<file path="src/rtl/tempo_position_tick_clock_unit_macros.svh">
// Assertion macros shared by the tempo position tick clock RTL.
// Each macro expects signals named clk and rst_n in the including module.
`ifndef TEMPO_POSITION_TICK_CLOCK_UNIT_MACROS_SVH
`define TEMPO_POSITION_TICK_CLOCK_UNIT_MACROS_SVH

// Same-cycle implication, disabled while reset is asserted.
`define TPC_ASSERT_IMP(name, ante, cons, msg) \
    name: assert property (@(posedge clk) disable iff (!rst_n) (ante) |-> (cons)) \
        else $error(msg);

// Next-cycle implication, disabled while reset is asserted.
`define TPC_ASSERT_NXT(name, ante, cons, msg) \
    name: assert property (@(posedge clk) disable iff (!rst_n) (ante) |=> (cons)) \
        else $error(msg);

`endif

</file>
<file path="src/rtl/tpc_pkg.sv">
// Package for the tempo position tick clock: widths, reset values, codes,
// sequencer states and small fixed-point helpers. No dependencies.
package tpc_pkg;

    // Field widths and fixed-point formats.
    localparam int POS_W           = 40;
    localparam int TEMPO_W         = 18;
    localparam int SAMP_W          = 16;
    localparam int RATE_W          = 20;
    localparam int POS_FRAC_BITS   = 16;
    localparam int TEMPO_FRAC_BITS = 8;
    localparam int CFG_IDX_W       = 3;
    localparam int CFG_DATA_W      = POS_W;

    // Advance numerator: samples * tempo scaled to position fraction bits.
    localparam int PROD_W   = SAMP_W + TEMPO_W;
    localparam int NUM_W    = PROD_W + POS_FRAC_BITS;
    // Advance denominator: 60 * rate scaled to tempo fraction bits.
    localparam int RATE60_W = RATE_W + 6;
    localparam int DEN_W    = RATE60_W + TEMPO_FRAC_BITS;

    // Shared divider widths and iteration counts.
    localparam int DVD_W       = (NUM_W > POS_W) ? NUM_W : POS_W;
    localparam int DSR_W       = (DEN_W > POS_W) ? DEN_W : POS_W;
    localparam int CNT_W       = $clog2(DVD_W + 1);
    localparam int DELTA_ITERS = DVD_W;
    localparam int MOD_ITERS   = POS_W;
    localparam int MOD_PAD     = DVD_W - POS_W;

    // Eighth-note index is the position shifted down by one less than the
    // fraction bits (half a quarter note per step).
    localparam int HALF_SHIFT = POS_FRAC_BITS - 1;

    localparam logic signed [POS_W-1:0] POS_MAX = {1'b0, {(POS_W-1){1'b1}}};
    localparam logic signed [POS_W-1:0] POS_MIN = {1'b1, {(POS_W-1){1'b0}}};

    localparam logic [TEMPO_W-1:0] TEMPO_RESET = TEMPO_W'(120 << TEMPO_FRAC_BITS);
    localparam logic [RATE_W-1:0]  RATE_RESET  = RATE_W'(48000);
    localparam logic [RATE60_W-1:0] RATE_MULT  = RATE60_W'(60);

    // Configuration register indexes.
    typedef enum logic [CFG_IDX_W-1:0] {
        CFG_INTERNAL   = 3'd0,
        CFG_RATE       = 3'd1,
        CFG_LOOP_EN    = 3'd2,
        CFG_LOOP_START = 3'd3,
        CFG_LOOP_END   = 3'd4
    } cfg_idx_t;

    // Transport mode chosen for one block.
    typedef enum logic [1:0] {
        MODE_HOST_PLAY,
        MODE_HOST_STOP,
        MODE_INTERNAL
    } mode_t;

    // Sequencer states.
    typedef enum logic [2:0] {
        ST_IDLE,
        ST_DELTA,
        ST_DELTA_WAIT,
        ST_APPLY,
        ST_MOD,
        ST_MOD_WAIT,
        ST_COMMIT,
        ST_OUT
    } state_t;

    // Divider request and status.
    typedef struct packed {
        logic             start;
        logic [CNT_W-1:0] iters;
    } div_req_t;

    typedef struct packed {
        logic busy;
        logic done;
    } div_stat_t;

    // Clamp a sum one bit wider than a position to the position range.
    function automatic logic signed [POS_W-1:0] sat_pos(input logic signed [POS_W:0] v);
        logic signed [POS_W-1:0] r;
        if (v[POS_W] != v[POS_W-1])
        begin
            r = v[POS_W] ? POS_MIN : POS_MAX;
        end
        else
        begin
            r = v[POS_W-1:0];
        end
        return r;
    endfunction

    // floor(position / 0.5) as a signed index.
    function automatic logic signed [POS_W-1:0] half_index(input logic signed [POS_W-1:0] v);
        return v >>> HALF_SHIFT;
    endfunction

endpackage

</file>
<file path="src/rtl/tpc_divider.sv">
// Shared restoring divider for the tempo position tick clock, one quotient
// bit per cycle. Depends on tpc_pkg.
module tpc_divider (
    input  logic                    clk,
    input  logic                    rst_n,
    input  tpc_pkg::div_req_t       req,
    input  logic [tpc_pkg::DVD_W-1:0] dividend,
    input  logic [tpc_pkg::DSR_W-1:0] divisor,
    output tpc_pkg::div_stat_t      stat,
    output logic [tpc_pkg::DVD_W-1:0] quotient,
    output logic [tpc_pkg::DSR_W-1:0] remainder
);
    import tpc_pkg::*;

    logic [CNT_W-1:0] cnt_reg;
    logic             done_reg;
    logic [DVD_W-1:0] shift_reg;
    logic [DSR_W-1:0] rem_reg;
    logic [DSR_W-1:0] dsr_reg;

    logic [DSR_W:0]   trial;
    logic [DSR_W:0]   diff;
    logic             fits;

    // One restoring step: bring in the next dividend bit and try a subtract.
    always_comb
    begin
        trial = {rem_reg, shift_reg[DVD_W-1]};
        diff  = trial - {1'b0, dsr_reg};
        fits  = !diff[DSR_W];
    end

    // Iteration counter and done pulse.
    always_ff @(posedge clk or negedge rst_n)
    begin
        if (!rst_n)
        begin
            cnt_reg  <= '0;
            done_reg <= 1'b0;
        end
        else
        begin
            done_reg <= (cnt_reg == CNT_W'(1));
            if (req.start)
            begin
                cnt_reg <= req.iters;
            end
            else if (cnt_reg != '0)
            begin
                cnt_reg <= cnt_reg - CNT_W'(1);
            end
        end
    end

    // Dividend shifts out at the top while quotient bits shift in below.
    always_ff @(posedge clk)
    begin
        if (req.start)
        begin
            shift_reg <= dividend;
            rem_reg   <= '0;
            dsr_reg   <= divisor;
        end
        else if (cnt_reg != '0)
        begin
            shift_reg <= {shift_reg[DVD_W-2:0], fits};
            rem_reg   <= fits ? diff[DSR_W-1:0] : trial[DSR_W-1:0];
        end
    end

    assign stat.busy = (cnt_reg != '0);
    assign stat.done = done_reg;
    assign quotient  = shift_reg;
    assign remainder = rem_reg;

endmodule

</file>
<file path="src/rtl/tempo_position_tick_clock_unit.sv">
// Top level of the tempo position tick clock: configuration registers,
// transport state, sequencer and output register. Depends on tpc_pkg,
// tpc_divider and tempo_position_tick_clock_unit_macros.svh.
//
// One input transfer describes one audio block; one output transfer returns
// the eighth-note tick flag, the playing flag and the position in Q24.16
// quarter notes. Both channels use valid and stall; a transfer happens on a
// rising edge with valid high and stall low. in_stall is high from the
// accepting edge until the sequencer is back in idle.
// When the host is playing or the sample rate is zero, the sequencer goes
// straight to commit; otherwise the block advance is divided out, and when
// the internal loop wraps, a loop modulo follows before the commit.
// Both divisions use the single shared restoring divider, which produces
// one quotient bit per cycle. One item is worked on at a time.
// The output register holds a finished result while the receiver stalls; the
// next input can be accepted meanwhile, and the sequencer waits at its last
// step only if the output register is still occupied.
// Reset clears the transport state to position zero and tempo 120 bpm and
// loads the default configuration (48 kHz, host transport, loop off).
// Configuration writes take effect at once and belong in idle periods.
`include "tempo_position_tick_clock_unit_macros.svh"

module tempo_position_tick_clock_unit (
    input  logic                               clk,
    input  logic                               rst_n,
    input  logic                               cfg_we,
    input  logic [tpc_pkg::CFG_IDX_W-1:0]      cfg_index,
    input  logic [tpc_pkg::CFG_DATA_W-1:0]     cfg_data,
    input  logic                               in_valid,
    output logic                               in_stall,
    input  logic                               host_present,
    input  logic                               host_playing,
    input  logic                               host_tempo_valid,
    input  logic [tpc_pkg::TEMPO_W-1:0]        host_tempo,
    input  logic                               host_position_valid,
    input  logic signed [tpc_pkg::POS_W-1:0]   host_position,
    input  logic [tpc_pkg::SAMP_W-1:0]         block_samples,
    input  logic                               transport_running,
    output logic                               out_valid,
    input  logic                               out_stall,
    output logic                               tick,
    output logic                               playing,
    output logic signed [tpc_pkg::POS_W-1:0]   position
);
    import tpc_pkg::*;

    // Configuration registers.
    logic                     internal_reg;
    logic [RATE_W-1:0]        rate_reg;
    logic                     loop_en_reg;
    logic signed [POS_W-1:0]  loop_start_reg;
    logic signed [POS_W-1:0]  loop_end_reg;

    // Transport state.
    logic [TEMPO_W-1:0]       tempo_reg;
    logic signed [POS_W-1:0]  cum_pos_reg;
    logic signed [POS_W-1:0]  last_host_pos_reg;
    logic                     last_host_valid_reg;
    logic signed [POS_W-1:0]  tp_pos_reg;

    // Per-item working registers.
    state_t                   state_reg;
    state_t                   state_next;
    mode_t                    mode_reg;
    logic                     tvalid_reg;
    logic                     pvalid_reg;
    logic                     running_reg;
    logic [TEMPO_W-1:0]       htempo_reg;
    logic signed [POS_W-1:0]  hpos_reg;
    logic [PROD_W-1:0]        prod_reg;
    logic                     no_adv_reg;
    logic signed [POS_W-1:0]  delta_reg;
    logic signed [POS_W-1:0]  next_pos_reg;
    logic                     wrap_reg;
    logic                     tick_res_reg;
    logic                     play_res_reg;

    // Output register.
    logic                     out_valid_reg;
    logic                     tick_out_reg;
    logic                     play_out_reg;
    logic signed [POS_W-1:0]  pos_out_reg;

    // Control and datapath signals.
    logic                     in_xfer;
    logic                     out_free;
    logic                     usable;
    mode_t                    mode_dec;
    div_req_t                 div_req;
    div_stat_t                div_stat;
    logic [DVD_W-1:0]         div_dividend;
    logic [DSR_W-1:0]         div_divisor;
    logic [DVD_W-1:0]         div_quot;
    logic [DSR_W-1:0]         div_rem;
    logic [RATE60_W-1:0]      rate60;
    logic signed [POS_W-1:0]  delta_sat;
    logic signed [POS_W-1:0]  sum_base;
    logic signed [POS_W-1:0]  sum_sat;
    logic                     wrap_hit;
    logic [POS_W-1:0]         over_amt;
    logic [POS_W-1:0]         loop_len;
    logic                     host_tick;
    logic                     tp_tick;

    assign in_xfer  = in_valid && !in_stall;
    assign out_free = !out_valid_reg || !out_stall;

    // Mode decode from the arriving item and the current configuration.
    always_comb
    begin
        usable = !internal_reg && host_present && (host_tempo_valid || host_position_valid);
        if (usable && host_playing)
        begin
            mode_dec = MODE_HOST_PLAY;
        end
        else if (usable)
        begin
            mode_dec = MODE_HOST_STOP;
        end
        else
        begin
            mode_dec = MODE_INTERNAL;
        end
    end

    // Divider operands: block advance or loop modulo.
    always_comb
    begin
        rate60   = RATE60_W'(rate_reg) * RATE_MULT;
        over_amt = POS_W'(next_pos_reg - loop_end_reg);
        loop_len = POS_W'(loop_end_reg - loop_start_reg);
        if (state_reg == ST_MOD)
        begin
            div_dividend = DVD_W'(over_amt) << MOD_PAD;
            div_divisor  = DSR_W'(loop_len);
        end
        else
        begin
            div_dividend = DVD_W'(prod_reg) << POS_FRAC_BITS;
            div_divisor  = DSR_W'(rate60) << TEMPO_FRAC_BITS;
        end
    end

    // Advance clamp, saturating sum and loop wrap test.
    always_comb
    begin
        if (div_quot[DVD_W-1:POS_W-1] != '0)
        begin
            delta_sat = POS_MAX;
        end
        else
        begin
            delta_sat = POS_W'(div_quot);
        end
        if ((mode_reg == MODE_INTERNAL) && running_reg)
        begin
            sum_base = tp_pos_reg;
        end
        else
        begin
            sum_base = cum_pos_reg;
        end
        sum_sat  = sat_pos({sum_base[POS_W-1], sum_base} + {delta_reg[POS_W-1], delta_reg});
        wrap_hit = (mode_reg == MODE_INTERNAL) && running_reg && loop_en_reg
                   && (loop_end_reg > loop_start_reg) && (tp_pos_reg < loop_end_reg)
                   && (sum_sat >= loop_end_reg);
        host_tick = last_host_valid_reg
                    && (half_index(hpos_reg) > half_index(last_host_pos_reg));
        tp_tick   = half_index(next_pos_reg) > half_index(tp_pos_reg);
    end

    // Sequencer next state.
    always_comb
    begin
        state_next = state_reg;
        unique case (state_reg)
            ST_IDLE:
            begin
                if (in_xfer)
                begin
                    if (mode_dec == MODE_HOST_PLAY)
                    begin
                        state_next = ST_COMMIT;
                    end
                    else if (rate_reg == '0)
                    begin
                        state_next = ST_COMMIT;
                    end
                    else
                    begin
                        state_next = ST_DELTA;
                    end
                end
            end
            ST_DELTA:
            begin
                state_next = ST_DELTA_WAIT;
            end
            ST_DELTA_WAIT:
            begin
                if (div_stat.done)
                begin
                    state_next = ST_APPLY;
                end
            end
            ST_APPLY:
            begin
                state_next = wrap_hit ? ST_MOD : ST_COMMIT;
            end
            ST_MOD:
            begin
                state_next = ST_MOD_WAIT;
            end
            ST_MOD_WAIT:
            begin
                if (div_stat.done)
                begin
                    state_next = ST_COMMIT;
                end
            end
            ST_COMMIT:
            begin
                state_next = ST_OUT;
            end
            ST_OUT:
            begin
                if (out_free)
                begin
                    state_next = ST_IDLE;
                end
            end
            default:
            begin
                state_next = ST_IDLE;
            end
        endcase
    end

    // Sequencer outputs.
    always_comb
    begin
        in_stall      = 1'b1;
        div_req.start = 1'b0;
        div_req.iters = CNT_W'(DELTA_ITERS);
        unique case (state_reg)
            ST_IDLE:
            begin
                in_stall = 1'b0;
            end
            ST_DELTA:
            begin
                div_req.start = 1'b1;
            end
            ST_MOD:
            begin
                div_req.start = 1'b1;
                div_req.iters = CNT_W'(MOD_ITERS);
            end
            ST_DELTA_WAIT, ST_APPLY, ST_MOD_WAIT, ST_COMMIT, ST_OUT:
            begin
                in_stall = 1'b1;
            end
            default:
            begin
                in_stall = 1'b1;
            end
        endcase
    end

    // Shared divider.
    tpc_divider u_div (
        .clk       (clk),
        .rst_n     (rst_n),
        .req       (div_req),
        .dividend  (div_dividend),
        .divisor   (div_divisor),
        .stat      (div_stat),
        .quotient  (div_quot),
        .remainder (div_rem)
    );

    // Configuration registers.
    always_ff @(posedge clk or negedge rst_n)
    begin
        if (!rst_n)
        begin
            internal_reg   <= 1'b0;
            rate_reg       <= RATE_RESET;
            loop_en_reg    <= 1'b0;
            loop_start_reg <= '0;
            loop_end_reg   <= '0;
        end
        else if (cfg_we)
        begin
            unique case (cfg_index)
                CFG_INTERNAL:   internal_reg   <= cfg_data[0];
                CFG_RATE:       rate_reg       <= cfg_data[RATE_W-1:0];
                CFG_LOOP_EN:    loop_en_reg    <= cfg_data[0];
                CFG_LOOP_START: loop_start_reg <= cfg_data[POS_W-1:0];
                CFG_LOOP_END:   loop_end_reg   <= cfg_data[POS_W-1:0];
                default:        ;
            endcase
        end
    end

    // Sequencer state register.
    always_ff @(posedge clk or negedge rst_n)
    begin
        if (!rst_n)
        begin
            state_reg <= ST_IDLE;
        end
        else
        begin
            state_reg <= state_next;
        end
    end

    // Item capture and working values; these need no reset.
    always_ff @(posedge clk)
    begin
        if (in_xfer)
        begin
            mode_reg     <= mode_dec;
            tvalid_reg   <= host_tempo_valid;
            pvalid_reg   <= host_position_valid;
            running_reg  <= transport_running;
            htempo_reg   <= host_tempo;
            hpos_reg     <= host_position;
            prod_reg     <= PROD_W'(block_samples) * PROD_W'(tempo_reg);
            no_adv_reg   <= (rate_reg == '0);
            delta_reg    <= '0;
            wrap_reg     <= 1'b0;
        end
        if ((state_reg == ST_DELTA_WAIT) && div_stat.done)
        begin
            delta_reg <= delta_sat;
        end
        if (state_reg == ST_APPLY)
        begin
            next_pos_reg <= sum_sat;
            wrap_reg     <= wrap_hit;
        end
        if ((state_reg == ST_MOD_WAIT) && div_stat.done)
        begin
            next_pos_reg <= loop_start_reg + $signed(div_rem[POS_W-1:0]);
        end
    end

    // Transport state update and per-item result flags.
    always_ff @(posedge clk or negedge rst_n)
    begin
        if (!rst_n)
        begin
            tempo_reg           <= TEMPO_RESET;
            cum_pos_reg         <= '0;
            last_host_pos_reg   <= '0;
            last_host_valid_reg <= 1'b0;
            tp_pos_reg          <= '0;
            tick_res_reg        <= 1'b0;
            play_res_reg        <= 1'b0;
        end
        else if (state_reg == ST_COMMIT)
        begin
            unique case (mode_reg)
                MODE_HOST_PLAY:
                begin
                    play_res_reg <= 1'b1;
                    tick_res_reg <= pvalid_reg && host_tick;
                    if (tvalid_reg)
                    begin
                        tempo_reg <= htempo_reg;
                    end
                    if (pvalid_reg)
                    begin
                        cum_pos_reg         <= hpos_reg;
                        last_host_pos_reg   <= hpos_reg;
                        last_host_valid_reg <= 1'b1;
                    end
                end
                MODE_HOST_STOP:
                begin
                    play_res_reg        <= 1'b0;
                    tick_res_reg        <= 1'b0;
                    last_host_valid_reg <= 1'b0;
                    if (!no_adv_reg)
                    begin
                        cum_pos_reg <= next_pos_reg;
                    end
                end
                MODE_INTERNAL:
                begin
                    play_res_reg        <= running_reg;
                    tick_res_reg        <= !no_adv_reg && running_reg && tp_tick;
                    last_host_valid_reg <= 1'b0;
                    if (!no_adv_reg)
                    begin
                        cum_pos_reg <= next_pos_reg;
                        if (running_reg)
                        begin
                            tp_pos_reg <= next_pos_reg;
                        end
                    end
                end
                default:
                begin
                    tick_res_reg <= 1'b0;
                end
            endcase
        end
    end

    // Output valid: set when a result is loaded, cleared on its transfer.
    always_ff @(posedge clk or negedge rst_n)
    begin
        if (!rst_n)
        begin
            out_valid_reg <= 1'b0;
        end
        else if ((state_reg == ST_OUT) && out_free)
        begin
            out_valid_reg <= 1'b1;
        end
        else if (!out_stall)
        begin
            out_valid_reg <= 1'b0;
        end
    end

    // Output payload.
    always_ff @(posedge clk)
    begin
        if ((state_reg == ST_OUT) && out_free)
        begin
            tick_out_reg <= tick_res_reg;
            play_out_reg <= play_res_reg;
            pos_out_reg  <= cum_pos_reg;
        end
    end

    assign out_valid = out_valid_reg;
    assign tick      = tick_out_reg;
    assign playing   = play_out_reg;
    assign position  = pos_out_reg;

    // Checks on the sequencer and the loop wrap.
    `TPC_ASSERT_NXT(a_accept_stalls, in_xfer, in_stall, "input transfer did not start the sequencer")
    `TPC_ASSERT_IMP(a_div_in_wait, div_stat.busy, (state_reg == ST_DELTA_WAIT) || (state_reg == ST_MOD_WAIT), "divider busy outside a wait state")
    `TPC_ASSERT_IMP(a_wrap_in_loop, (state_reg == ST_COMMIT) && wrap_reg, (next_pos_reg < loop_end_reg) && (next_pos_reg >= loop_start_reg), "wrapped position outside the loop range")
    `TPC_ASSERT_IMP(a_out_from_seq, $rose(out_valid_reg), $past(state_reg == ST_OUT), "output valid rose without a finished item")

endmodule
</file>
<file path="config.mk">
export PLATFORM = sky130hd
export DESIGN_NAME = tempo_position_tick_clock_unit
export DESIGN_NICKNAME = d
export VERILOG_FILES = /design/src/rtl/tpc_pkg.sv /design/src/rtl/tpc_divider.sv /design/src/rtl/tempo_position_tick_clock_unit.sv
export VERILOG_INCLUDE_DIRS = /design/src /design/src/rtl
export SDC_FILE = /design/constraint.sdc
export NUM_CORES = 2
export LEC_CHECK = 0
export ABC_CLOCK_PERIOD_IN_PS = 6100
export BUFFER_PORTS_ARGS = -buffer_cell sky130_fd_sc_hd__buf_2
export CAP_MARGIN = 20
export CORE_UTILIZATION = 35
export CTS_BUF_LIST = sky130_fd_sc_hd__clkbuf_4 sky130_fd_sc_hd__clkbuf_8
export CTS_CLUSTER_DIAMETER = 40
export DETAILED_ROUTE_END_ITERATION = 10
export REMOVE_ABC_BUFFERS = 1
export SETUP_SLACK_MARGIN = 0.3
export SYNTH_ARGS = -nofsm -noshare
export SYNTH_HDL_FRONTEND = slang
export SYNTH_SLANG_ARGS = --single-unit
</file>
<file path="constraint.sdc">
create_clock -name clk -period 6.1 [get_ports clk]
set_clock_uncertainty 0.05 [all_clocks]
set_input_delay 1.22 -clock clk [delete_from_list [all_inputs] [get_ports clk]]
set_output_delay 1.22 -clock clk [all_outputs]
set_load 0.02 [all_outputs]
</file>
## Word level (Yosys, flattened, before mapping)

Index checks and enable logic that the tools add are counted.

- Memory bits (read-only): 0
- Word-level logic and storage cells: 155
- Latch bits: 0
- Memories: 0
- Register bits after elaboration: 604
- Input port bits: 127
- RAM bits: 0
- Output and inout port bits: 44

- Divide/modulo/power cells: 0
- Reductions and logical operators: 49
- $mul: 2
- Bitwise operators: 1
- Shift-type cells: 0
- Magnitude comparators: 5
- Equal/unequal tests: 22
- Mux-type cells: 37
- $add $sub $neg: 6

Operators with widths:

| operator | count |
|---|---|
| 40-bit 2-to-1 mux | 11 |
| 50-bit 2-to-1 mux | 3 |
| 40-bit case mux with 2 select lines | 1 |
| 40-bit subtractor | 2 |
| 25-bit > comparator | 2 |
| 40-bit by 40-bit adder with 41-bit output | 1 |
| 41-bit by 40-bit subtractor with 41-bit output | 1 |
| 40-bit adder | 1 |
| 40-bit >= comparator | 1 |
| 40-bit > comparator | 1 |
| 40-bit < comparator | 1 |
| 16-bit by 18-bit multiplier with 34-bit output | 1 |
| 34-bit 2-to-1 mux | 1 |
| 20-bit by 4-bit multiplier with 24-bit output, second input constant | 1 |
| 3-bit case mux with 8 select lines | 1 |
| 20-bit logical NOT | 1 |
| 3-bit 2-to-1 mux | 6 |
| 1-bit logical AND | 16 |
| 3-bit == test, second input constant | 5 |
| 3-bit by 2-bit == test with 1-bit output, second input constant | 4 |
| 6-bit 2-to-1 mux | 2 |
| 2-bit AND reduction | 6 |
| 4-bit AND reduction | 3 |
| 11-bit nonzero test | 1 |
| other kinds (23) | 49 |

## Longest topological paths before layout

- Depth after elaboration: 10
- Mapped depth: 34
- Mapped depth without buffers: 31

## By module

A second synthesis with hierarchy kept.

- Cells, all modules: 5,055
- Area total of the unflattened synthesis: 48,764.3 µm²

Modules (own cells, without submodules):

| module | instances | cells an instance | sequential area each (µm²) | area each (µm²) |
|---|---|---|---|---|
| tempo_position_tick_clock_unit | 1 | 4,256 | 12,425.7 | 40,784.1 |
| tpc_divider | 1 | 799 | 3,678.5 | 7,980.2 |

## Least setup slack after synthesis

No wires, ideal clock.

- Path kind: input port to flip-flop
- Start: input block_samples[1] (netlist name)
- End: register prod_reg[30], data pin
- Setup time: 266 ps
- Stages on the path: 23
- Required time: 5,784 ps
- Path slack: -928 ps
- Path buffers: 1
- Data arrival time: 6,713 ps
- Cells stage by stage: clkbuf_1 > nand2_1 > fa_1 > inv_1 > fa_1 > inv_1 > fa_1 > fa_1 > inv_1 > fa_1 > inv_1 > fa_1 > inv_1 > ha_1 > and3_1 > and3_1 > nand3_1 > a2111oi_0 > o31a_1 > a22o_1 > nor4_1 > nor3_1 > xor2_1

- Longest elaborated chain between the ends: 1

RTL lines:

| item | line | source |
|---|---|---|
| start: declaration | tempo_position_tick_clock_unit.sv:37 | `input logic [tpc_pkg::SAMP_W-1:0] block_samples,` |
| 16-bit by 18-bit multiplier with 34-bit output | tempo_position_tick_clock_unit.sv:330 | `prod_reg <= PROD_W'(block_samples) * PROD_W'(tempo_reg);` |
| end signal: assignment | tempo_position_tick_clock_unit.sv:330 |  |
| end: declaration | tempo_position_tick_clock_unit.sv:70 | `logic [PROD_W-1:0] prod_reg;` |

No other way between the ends.
A chain may end at the register's enable or synchronous reset.

## Worst setup path after layout

- Start: register mode_reg[0]
- End: register state_reg[1]

- Longest elaborated chain between the ends: 10
- Elaborated cells on any way between the ends: 14
- Classes of those cells: add/sub: 1; order compare: 1; eq/ne: 2; mux: 5; reduce/logical: 5

RTL lines:

| item | line | source |
|---|---|---|
| start: declaration | tempo_position_tick_clock_unit.sv:64 | `mode_t mode_reg;` |
| start signal: assignment | tempo_position_tick_clock_unit.sv:324 | `mode_reg <= mode_dec;` |
| 2-bit == test (*) | tempo_position_tick_clock_unit.sv:155, tempo_position_tick_clock_unit.sv:164 |  |
| 1-bit logical AND (*) | tempo_position_tick_clock_unit.sv:155, tempo_position_tick_clock_unit.sv:164 |  |
| 40-bit 2-to-1 mux | tempo_position_tick_clock_unit.sv:155 | `if ((mode_reg == MODE_INTERNAL) && running_reg)` |
| 40-bit by 40-bit adder with 41-bit output | tempo_position_tick_clock_unit.sv:163 | `sum_sat = sat_pos({sum_base[POS_W-1], sum_base} + {delta_reg[POS_W-1], delta_reg});` |
| 40-bit 2-to-1 mux / 1-bit inequality test (equally long branches) | tpc_pkg.sv:85, tpc_pkg.sv:83 |  |
| 40-bit 2-to-1 mux | tpc_pkg.sv:83 | `if (v[POS_W] != v[POS_W-1])` |
| 40-bit >= comparator | tempo_position_tick_clock_unit.sv:166 | `&& (sum_sat >= loop_end_reg);` |
| 1-bit logical AND (*) | tempo_position_tick_clock_unit.sv:166 |  |
| 2-bit 2-to-1 mux (*) | tempo_position_tick_clock_unit.sv:208 | `state_next = wrap_hit ? ST_MOD : ST_COMMIT;` |
| 3-bit case mux with 8 select lines (*) | tempo_position_tick_clock_unit.sv:176 | `unique case (state_reg)` |
| end signal: assignment | tempo_position_tick_clock_unit.sv:315 | `state_reg <= state_next;` |
| end: declaration | tempo_position_tick_clock_unit.sv:62 | `state_t state_reg;` |

Mark *: on every way between the ends. The rest lies on a longest branch, timed or not.

==> impl_metrics.yaml <==
status:
  status: "finished with violations"
  failed_checks: "DRC, setup timing"
placement:
  portBuffers: 170
  gp_congestion: 0.9401
  postPlaceCellArea_sq_um: 52770
  dpl.hpwl_um: 110700
  preCtsSetupSlack_ns: -1.360
yosys:
  async_flop_share_pct: 40.58
  yosys_most_used_dff: "edfxtp_1"
  yosysMostFrequentCell: "nand2_1"
  synth_top_area_share_pct: 19.65
  synth.avg_cell_area_sq_um: 9.650
  ys_ff_latch: 589
  netlist_area_sq_um: 47370
  yosysSeqAreaShare_pct: 33.99
  synthTopCellsByArea: "edfxtp_1 20%, ha_1 13%, dfrtp_1 12%"
  netlist_top_cells_count: "538 x nand2_1, 508 x inv_1, 477 x ha_1"
  synth_cells: 4909
  synth_edf_count: 310
  synth.distinct_cells: 80
  yosysWarnings: 0
  yosys.area.top_type: "edfxtp_1"
critical_path:
  start_kind: "flip-flop"
  path_max_fanout: 6
  cp_slowest_cell: "edfxtp_1"
  required_ns: 6.82
  max_stage_delay_ns: 0.41
  reg2reg_depth: 34
  critPathCaptureType: "flip-flop"
  worstSetupPathType: "reg -> reg"
  reg2reg_to: "state_reg[1]$_DFFE_PN0P_"
  reg2reg_slack_ns: -0.64
  reg2reg_from: "mode_reg[0]$_DFFE_PP_"
  worstPathArrival_ns: 7.45
  cp_common_cell: "a21o_1"
final_layout:
  nFillCells: 13033
  fin_area_sq_um: 57120
  nets: 6330
  drive_gt1_share_pct: 19.75
  area_delta_synth_final_pct: 20.58
  finish.utilization_pct: 42.70
  largest_register_ffs: 50
route:
  route.detailed.drc: 8
  drt-total-wl_um: 141900
  first_pass_iters: 10
  avgRoutedWirePerCell_um: 19.31
  drtIter0Drc: 2535
  viasPerCell: 5.162
  dr_total_vias: 37924
  postRouteAntennaNets: 0
floorplan:
  die_w_um: 369.9
  die-area_sq_um: 136800
  initial_core_util_pct: 35.41
  io_pins: 171
  num_rows: 134
  die_h_um: 369.9
  core_area_sq_um: 133800
global_route:
  grt.overflow.total: 0
  antenna_found_initial: 10
  track_usage_pct: 20.54
  grt_pass1_vias: 38339
  grt_pass1_wl_um: 217200
  grt_start_max_net_pins: 107
power_and_ir_drop:
  leakagePower_nw: 25.98
  peakVddDrop_v: 0.0002041
  power_density_nw_per_um2: 298.1
clock_tree:
  cts.clk_slew.worst_paths_ns: 0.06
  clk_path_buf_depth: 3
  clk_latency_ns: 0.88
  cts_max_level: 4
  cts_sinks: 589
  cts_buffers: 132
  cts_tree: "built"
  cts_root_buf: "clkbuf_8"
timing:
  setup_viol: 7
  period_needed_ns: 6.738
  drv_slew: 0
  min_period_over_period_pct: 110.5
  worstMarginPinSlew_ns: 0.9670
  hold_viol: 0
  finalWorstSetupSlack_ns: -0.6383
  relSlewSlack_pct: 35.46
  rsz0062_at_grt: "true"
  max_freq_mhz: 148.4
  finalSetupTns_ns: -1.066
worst_hold_path:
  min_path_type: "in -> async"
job:
  maxCapViolCount: 0
==> where the power goes <==
group          switching [mW]  total (mW)  internal, mW
combinational            3.98        6.89          2.91
clock                    2.05        5.12          3.06
sequential              0.406        5.03          4.62
==> area by class of cell <==
| cell class | count | area (sq um) | share of cell area [%] |
|---|---|---|---|
| inverters | 508 | 1911 | 3.345 |
| clock buffers | 177 | 2230 | 3.903 |
| repair buffers | 604 | 4412 | 7.723 |
| flip-flops and latches | 589 | 16110 | 28.20 |
| multi-input cells | 3627 | 29430 | 51.51 |
| diodes | 5 | 12.51 | 0.02190 |
| clock inverters | 69 | 810.8 | 1.419 |
| well taps | 1768 | 2212 | 3.873 |
==> through the flow <==
stage               total power, mW  hold WS (ns)  cells
floorplan                     10.08        0.3756   4724
global placement              11.76        0.4125   7046
detailed placement            11.84        0.4151   7046
CTS                           17.09        0.3011   7314
global route                  18.16        0.3619   7345
finish                        17.03        0.3333   7347
==> per-layer routing <==
metal	track usage [%]	part of all wire (%)	vias up
li1	-	-	18326
met1	26.81	44	18446
met2	34.53	48	928
met3	3.306	4.9	220
met4	6.691	3.0	4
met5	0	0.019	-
==> worst max-delay path: cells and delay by family, from the launching register on <==
family,cells,cell delay (ns)
xor+xnor,1,0.16
simple gates,5,0.72
compound gates,16,2.88
flops,1,0.41
fa+ha+maj,4,0.96
buf+inv,6,0.92
mux,2,0.50
==> placed cells by master, fill, tap and decap left out, types with 34 or more instances in the layout <==
cell	instances
dfrtp_1	223
fa_1	262
o21bai_1	36
buf_2	165
nor2_1	188
clkbuf_4	36
and3_1	34
o21ai_0	391
a21oi_1	253
a31oi_1	36
nand3_1	88
nand2_1	530
a211oi_1	38
nand4_1	42
nor2b_1	44
mux2_2	100
xnor2_1	117
dfxtp_1	40
nand2b_1	42
buf_6	36
edfxtp_1	310
mux2i_1	76
a21o_1	160
o21a_1	77
buf_4	386
ha_1	460
nor3_1	66
inv_1	501
and2_1	114
xor2_1	85
clkbuf_8	144
==> how the worst max path moves through the flow <==
stage,startpoint,endpoint,slack [ns],cells past startpoint
after floorplan,mode_reg[1]$_DFFE_PP_,state_reg[1]$_DFFE_PN0P_,-1.89,28
after global placement,block_samples[1],prod_reg[30]$_DFFE_PP_,-1.38,24
after detailed placement,block_samples[1],prod_reg[30]$_DFFE_PP_,-1.36,24
after CTS,mode_reg[0]$_DFFE_PP_,state_reg[1]$_DFFE_PN0P_,-0.69,34
after global routing,mode_reg[0]$_DFFE_PP_,state_reg[1]$_DFFE_PN0P_,-0.96,35
final,mode_reg[0]$_DFFE_PP_,state_reg[1]$_DFFE_PN0P_,-0.64,34
==> logic make-up (layout without fill, tap and decap cells) <==
family | Yosys count | in the layout | synth area share (%)
XOR/XNOR | 205 | 205 | 3.806
flip-flops | 589 | 589 | 33.99
adder cells (fa/ha/maj) | 741 | 741 | 23.75
AND/OR/NAND/NOR | 1255 | 1255 | 12.43
other | 1 | 6 | 0.007916
multiplexers | 181 | 181 | 4.110
buffers and inverters | 693 | 1358 | 5.538
AO/OA/AOI/OAI | 1244 | 1244 | 16.36
==> repair_timing <==
item,CTS,global route
hold buffers,0,0
endpoints found under the setup margin,16,20
resized for setup,94,121
buffers inserted,22,23
gates cloned,0,3
pin swaps,57,65
Power figures use the tool's default switching activity.
